==> config.mk <==
export PLATFORM = sky130hd
export DESIGN_NAME = nutrient_gaze_direction
export DESIGN_NICKNAME = d
export VERILOG_FILES = /design/src/ngd_pkg.sv /design/src/nutrient_gaze_direction.sv
export SDC_FILE = /design/constraint.sdc
export NUM_CORES = 2
export LEC_CHECK = 0
export ABC_CLOCK_PERIOD_IN_PS = 16950
export BUFFER_PORTS_ARGS = -buffer_cell sky130_fd_sc_hd__buf_2
export CORE_MARGIN = 5
export CORE_UTILIZATION = 70
export CTS_CLUSTER_SIZE = 14
export DETAILED_ROUTE_END_ITERATION = 10
export GPL_ROUTABILITY_DRIVEN = 0
export HOLD_SLACK_MARGIN = 0.15
export PLACE_DENSITY = 0.95
export SLEW_MARGIN = 20
export SYNTH_ARGS = -nofsm -noshare
export SYNTH_HDL_FRONTEND = slang
export SYNTH_SLANG_ARGS = --single-unit
==> constraint.sdc <==
create_clock -name clk -period 16.95 [get_ports clk]
set_input_delay 1.695 -clock clk [delete_from_list [all_inputs] [get_ports clk]]
set_output_delay 1.695 -clock clk [all_outputs]
set_load 0.03 [all_outputs]
==> src/ngd_pkg.sv <==
`default_nettype none

package ngd_pkg;

	localparam int RECEPTORS = 31;
	localparam int POS_W     = 5;
	localparam int CENTER    = RECEPTORS / 2;

	localparam int PIX_W     = 8;
	localparam int WGT_W     = 16;
	localparam int WREG_W    = 3 * WGT_W;
	localparam int MASK_W    = 3;
	localparam int PROD_W    = WGT_W + PIX_W + 1;
	localparam int DOT_W     = PROD_W + 2;
	localparam int MAG_W     = 18;
	localparam int ANGLE_W   = 6;
	localparam int IN_W      = 3 * PIX_W;
	localparam int OUT_W     = 8;

	localparam logic [POS_W-1:0]   POS_LAST    = POS_W'(RECEPTORS - 1);
	localparam logic [ANGLE_W-1:0] ANGLE_CTR   = ANGLE_W'(CENTER);
	localparam logic [ANGLE_W-1:0] ANGLE_BLANK = ANGLE_W'(30);

	typedef enum logic [1:0] {
		REG_CLASS0,
		REG_CLASS1,
		REG_CLASS2,
		REG_NUTRIENT
	} cfg_reg_t;

	typedef logic [1:0] class_t;

	typedef struct packed {
		logic                      found_any;
		logic                      found_food;
		logic signed [ANGLE_W-1:0] gaze_angle;
	} result_t;

	function automatic logic signed [DOT_W-1:0] dot3(
		input logic [WREG_W-1:0] w,
		input logic [PIX_W-1:0]  r,
		input logic [PIX_W-1:0]  g,
		input logic [PIX_W-1:0]  b
	);
		logic signed [PROD_W-1:0] pr;
		logic signed [PROD_W-1:0] pg;
		logic signed [PROD_W-1:0] pb;
		pr = PROD_W'($signed(w[WGT_W-1:0]) * $signed({1'b0, r}));
		pg = PROD_W'($signed(w[2*WGT_W-1:WGT_W]) * $signed({1'b0, g}));
		pb = PROD_W'($signed(w[3*WGT_W-1:2*WGT_W]) * $signed({1'b0, b}));
		return DOT_W'(pr) + DOT_W'(pg) + DOT_W'(pb);
	endfunction

	function automatic logic [MAG_W-1:0] mag3(
		input logic [PIX_W-1:0] r,
		input logic [PIX_W-1:0] g,
		input logic [PIX_W-1:0] b
	);
		return MAG_W'(r * r) + MAG_W'(g * g) + MAG_W'(b * b);
	endfunction

endpackage

`default_nettype wire

==> src/nutrient_gaze_direction.sv <==
// Gaze direction from one scan row of RGB receptor samples.
//
// Slave stream: one receptor per transaction, tdata = {blue, green, red} with
// red in the lowest byte, tlast marks the final receptor of the row.
// Master stream: one result per row, sent for the tlast transaction only,
// tdata = {found_any, found_food, gaze_angle[5:0]} with the angle lowest.
// Configuration: cfg_we writes cfg_data into register cfg_index (0..2 class
// weights, 3 nutrient mask); write only while the block holds no row work.
//
// A row result is registered once its tlast sample has left the input register
// and the product stage. Throughput: one sample per cycle while no master stall
// holds a row end, via the input, product and compare/update stages.
// Reset clears the weights, the mask, the row state and both stream sides.
// A stall on the master side holds the result; the two internal stages keep
// filling until both are occupied, then s_axis_tready drops.

`default_nettype none

module nutrient_gaze_direction (
	input  wire                                 clk,
	input  wire                                 arst_n,
	input  wire                                 cfg_we,
	input  wire  [1:0]                          cfg_index,
	input  wire  [ngd_pkg::WREG_W-1:0]          cfg_data,
	input  wire                                 s_axis_tvalid,
	output logic                                s_axis_tready,
	input  wire  [ngd_pkg::IN_W-1:0]            s_axis_tdata,  // red, green, blue
	input  wire                                 s_axis_tlast,
	output logic                                m_axis_tvalid,
	input  wire                                 m_axis_tready,
	output logic [ngd_pkg::OUT_W-1:0]           m_axis_tdata   // gaze_angle, found_food, found_any
);

	logic [ngd_pkg::WREG_W-1:0] w0_q, w1_q, w2_q;
	logic [ngd_pkg::MASK_W-1:0] mask_q;

	logic                       v_s1;
	logic [ngd_pkg::PIX_W-1:0]  r_s1, g_s1, b_s1;
	logic                       last_s1;

	logic                       v_s2;
	logic signed [ngd_pkg::DOT_W-1:0] d0_s2, d1_s2, d2_s2;
	logic [ngd_pkg::MAG_W-1:0]  mag_s2;
	logic                       last_s2;

	logic [ngd_pkg::POS_W-1:0]  pos_q;
	logic [ngd_pkg::MAG_W-1:0]  bfm_q, bam_q;
	logic [ngd_pkg::POS_W-1:0]  bfp_q, bap_q;

	logic                       ov_q;
	ngd_pkg::result_t           res_q;

	logic out_free, go2, en2, en1;
	logic signed [ngd_pkg::DOT_W-1:0] top;
	ngd_pkg::class_t            win;
	logic                       food;
	logic [ngd_pkg::MAG_W-1:0]  bfm_n, bam_n;
	logic [ngd_pkg::POS_W-1:0]  bfp_n, bap_n;
	ngd_pkg::result_t           res_n;

	assign out_free      = !ov_q || m_axis_tready;
	assign go2           = v_s2 && (!last_s2 || out_free);
	assign en2           = !v_s2 || go2;
	assign en1           = !v_s1 || en2;
	assign s_axis_tready = en1;
	assign m_axis_tvalid = ov_q;
	assign m_axis_tdata  = res_q;

	always_ff @(posedge clk or negedge arst_n) begin
		if (!arst_n) begin
			w0_q   <= '0;
			w1_q   <= '0;
			w2_q   <= '0;
			mask_q <= '0;
		end else if (cfg_we) begin
			case (ngd_pkg::cfg_reg_t'(cfg_index))
				ngd_pkg::REG_CLASS0:   w0_q   <= cfg_data;
				ngd_pkg::REG_CLASS1:   w1_q   <= cfg_data;
				ngd_pkg::REG_CLASS2:   w2_q   <= cfg_data;
				ngd_pkg::REG_NUTRIENT: mask_q <= cfg_data[ngd_pkg::MASK_W-1:0];
				default: ;
			endcase
		end
	end

	always_ff @(posedge clk or negedge arst_n) begin
		if (!arst_n) begin
			v_s1 <= 1'b0;
			v_s2 <= 1'b0;
		end else begin
			if (en1)
				v_s1 <= s_axis_tvalid;
			if (en2)
				v_s2 <= v_s1;
		end
	end

	always_ff @(posedge clk) begin
		if (en1 && s_axis_tvalid) begin
			r_s1    <= s_axis_tdata[ngd_pkg::PIX_W-1:0];
			g_s1    <= s_axis_tdata[2*ngd_pkg::PIX_W-1:ngd_pkg::PIX_W];
			b_s1    <= s_axis_tdata[3*ngd_pkg::PIX_W-1:2*ngd_pkg::PIX_W];
			last_s1 <= s_axis_tlast;
		end
		if (en2 && v_s1) begin
			d0_s2   <= ngd_pkg::dot3(w0_q, r_s1, g_s1, b_s1);
			d1_s2   <= ngd_pkg::dot3(w1_q, r_s1, g_s1, b_s1);
			d2_s2   <= ngd_pkg::dot3(w2_q, r_s1, g_s1, b_s1);
			mag_s2  <= ngd_pkg::mag3(r_s1, g_s1, b_s1);
			last_s2 <= last_s1;
		end
	end

	always_comb begin
		top = '0;
		win = 2'd0;
		if (d0_s2 > top) begin
			top = d0_s2;
			win = 2'd0;
		end
		if (d1_s2 > top) begin
			top = d1_s2;
			win = 2'd1;
		end
		if (d2_s2 > top) begin
			top = d2_s2;
			win = 2'd2;
		end
		food = mask_q[win];

		bam_n = bam_q;
		bap_n = bap_q;
		if (mag_s2 > bam_q) begin
			bam_n = mag_s2;
			bap_n = pos_q;
		end
		bfm_n = bfm_q;
		bfp_n = bfp_q;
		if (food && mag_s2 > bfm_q) begin
			bfm_n = mag_s2;
			bfp_n = pos_q;
		end

		if (bfm_n != '0) begin
			res_n.gaze_angle = $signed({1'b0, bfp_n} - ngd_pkg::ANGLE_CTR);
			res_n.found_food = 1'b1;
			res_n.found_any  = 1'b1;
		end else if (bam_n != '0) begin
			res_n.gaze_angle = $signed({1'b0, bap_n} - ngd_pkg::ANGLE_CTR);
			res_n.found_food = 1'b0;
			res_n.found_any  = 1'b1;
		end else begin
			res_n.gaze_angle = $signed(ngd_pkg::ANGLE_BLANK);
			res_n.found_food = 1'b0;
			res_n.found_any  = 1'b0;
		end
	end

	always_ff @(posedge clk or negedge arst_n) begin
		if (!arst_n) begin
			pos_q <= '0;
			bfm_q <= '0;
			bfp_q <= '0;
			bam_q <= '0;
			bap_q <= '0;
			ov_q  <= 1'b0;
		end else begin
			if (go2) begin
				if (last_s2) begin
					pos_q <= '0;
					bfm_q <= '0;
					bfp_q <= '0;
					bam_q <= '0;
					bap_q <= '0;
				end else begin
					if (pos_q < ngd_pkg::POS_LAST)
						pos_q <= pos_q + 1'b1;
					bfm_q <= bfm_n;
					bfp_q <= bfp_n;
					bam_q <= bam_n;
					bap_q <= bap_n;
				end
			end
			if (go2 && last_s2)
				ov_q <= 1'b1;
			else if (m_axis_tready)
				ov_q <= 1'b0;
		end
	end

	always_ff @(posedge clk) begin
		if (go2 && last_s2)
			res_q <= res_n;
	end

endmodule

`default_nettype wire

==> results.md <==
* Detail-routed via count per cell at 6.525
* Worst setup SP type: flop
* Cells taking the most area after synthesis: fa_1 43%, ha_1 11%, inv_1 9.2%
* # hold bufs at CTS at 0
* FF+latch area at 9024 µm²
* Count of state elements after synthesis at 334
* Synth Cell Area at 62,430 µm²
* Biggest fanout along the worst timing path at 52
* Net Count, Synth at 8,178
* Final ANT Viol Nets at 0
* Post-synthesis area per instance at 10.03 µm²
* Share of cells above drive strength 1 at 0.05989
* Share of synthesized area occupied by flip-flops and latches at 0.1445
* Die Y-Extent at 308.6 µm
* Most frequent cell after synthesis: inv_1
* Area growth from synthesis to layout at 4.325%
* Total area of multi-input combinational cells at 46,780 µm²
* Count of input and output buffers at 89
* Clock slew at reported path FFs at 70 ps
* Post-route fraction of the period consumed by the critical path at 0.5630
* Count of H-tree levels built during CTS at 2
* Synthesized netlist cell count at 6,222
* Number of setup violations in the final report at 0
* GRT Residual Overflow at 0
* Starting density of the core at 0.7053
* Run status: finished with violations
* Clock Skews at 59.72 ps
* Post-CTS sizing at 0
* Post-CTS setup buffer count at 0
* Total via count after detailed routing at 48,010
* Antenna violations before repair at 18
* Top-area cell type share of the netlist area at 0.4281
* Required @ worst endpoint at 17,360 ps
* Unrepaired setup endpoints after global routing: no
* I/O pins at 90
* Iteration count of the initial detailed-routing pass at 11
* Period minus WS final at 9542 ps
* Placement row count at 109
* Final-report hold violation count at 0
* Total Routed Length at 190.9 mm
* Post-synth top area cell: fa_1
* Total GRT Usage at 0.4128
* TritonCTS Buffers at 42
* DRC marker count from the first detailed-route iteration at 7,235
* Sum of negative setup slack at 0 ps
* Number of buffers on the longest clock path at 3
* Die Footprint at 95,260 µm²
* Number of distinct standard cells referenced by the synthesized netlist at 65
* Setup CP Type: flop to flop
* Maximum Capacitance Violations at 0
* Number of warnings issued by yosys at 0
* Type of the most critical hold path: flop to flop
* Placeable core area at 88,510 µm²
* Element type at the critical path end: flop
* Clk root buf: clkbuf_16
* DRC violation count after routing at 17
* CTS sink cnt at 334
* Vias in the first global route at 55,020
* Total half-perimeter wirelength after legalization and detailed placement at 132.5 mm
* Top post-synthesis cells by count: 1,528 x inv_1, 1,335 x fa_1, 713 x nand2_1, 629 x and2_1, 541 x ha_1
* Headroom to the max-slew limit at 0.2374
* Global-route wire length before repair at 300.0 mm
* Violated checks: design-rule violations
* Primary FF master, synth: dfrtp_1
* Number of enable flip-flop cells after synthesis at 133
* Asr flop ratio synth at 0.6018
* Fmax at 104.8 MHz
* TritonCTS clock tree: done
* Horizontal die dimension at 308.6 µm
* Data arrival, critical path at 9950 ps
* Pin count of the biggest net entering global routing at 93
* WL/cell at 25.95 µm
* Clock insertion delay at the later pin of the skew report at 670 ps
* Layout Nets at 8,100
* Actual slew at the worst max-slew pin at 1144 ps
* # fillers at 4,822
* Max-slew violation count at 0
-- through the flow --
| step | worst slack [ps] | cells | hold WS [ps] | area, µm² | util |
|---|---|---|---|---|---|
| floorplan | 9847 | 6222 | 400.3 | 62430 | - |
| global placement | 8773 | 7265 | 411.5 | 63700 | 0.7197 |
| detailed placement | 8283 | 7265 | 430.8 | 63700 | 0.7197 |
| CTS | 7882 | 7343 | 447.0 | 65070 | 0.7352 |
| global route | 7289 | 7348 | 466.2 | 65110 | 0.7356 |
| finish | 7408 | 7358 | 454.9 | 65130 | 0.7359 |
-- layout by cell type, fill, tap and decap left out, drive strengths merged, types with 8 or more instances in the layout --
master / count
clkinv: 16
xnor2: 89
nor4: 25
xor2: 28
and2: 629
fa: 1335
a21oi: 126
a21o: 34
o21a: 21
nand4: 27
nor3: 22
inv: 1534
nand2: 713
or2: 8
nand3: 36
ha: 541
nand2b: 19
and3: 10
edfxtp: 133
a22o: 44
o21bai: 10
mux2: 153
clkbuf: 55
dfrtp: 201
mux2i: 13
diode: 15
a211oi: 15
nor2b: 17
nor2: 72
buf: 125
o21ai: 47
-- kinds of logic after synthesis --
family,count (synthesis),synth area share
flops,334,0.1445
fa+ha+maj,1876,0.5365
simple gates,1600,0.1282
buf+inv,1775,0.1068
other cells,1,0.00006007
mux,166,0.02974
xor+xnor,117,0.01641
compound gates,353,0.03774
-- worst paths after layout --
check | startpoint | end | slack [ps] | depth (start not counted)
max | d0_s2[24] | m_axis_tdata[2] | 7410 | 26
min | last_s1 | last_s2 | 450 | 0
max reg2reg | d0_s2[24] | m_axis_tdata[2] | 7410 | 26
min reg2reg | last_s1 | last_s2 | 450 | 0
max in group asynchronous | arst_n | w0_q[2] | 14310 | 2
min in group asynchronous | arst_n | pos_q[4] | 1090 | 1
-- flip-flops by register name, summed over array words and instances, names as in the netlist, 18 cells and up --
register and cells:
d1_s2 27, w2_q 48, bam_q 18, bfm_q 18, d0_s2 27, w1_q 48
mag_s2 18, w0_q 48, d2_s2 27
-- critical path, cell delays in order (launching register included) --
cell and delay (ps):
edfxtp_1 540, nor4_1 900, a41oi_4 680, nand2_1 300, ha_1 300, a21oi_1 150
o21ai_0 140, a2111o_1 490, a2111oi_4 410, nand2_1 210, nand2_1 140, buf_4 460
nor2_1 120, a21oi_1 200, ha_1 310, a21oi_1 220, o21ai_0 130, a2111oi_0 620
o21ai_0 200, or3_1 390, and2_1 210, a311oi_4 710, mux2_2 440, ha_1 280
or2_2 300, a211o_1 290, o211a_1 130
-- layout make-up --
type	instances	area share
multi-input combinational	4113	0.7182
sequential	334	0.1385
inverter	1528	0.08806
tap	1165	0.02238
clock buffer	55	0.01783
timing repair buffer	125	0.01114
clock inverter	23	0.003247
antenna	15	0.0005763
-- layer usage --
layer  vias to the layer above  GRT usage  share of wire
li1                      18410          -              -
met4                         6     0.3355           0.11
met5                         -   0.002969        0.00025
met1                     23180     0.4743           0.30
met3                      1758     0.1556           0.15
met2                      4662     0.6216           0.44
Power is not shown: default switching activity piles up to over one toggle a cycle in this logic, so the estimate is an artifact.
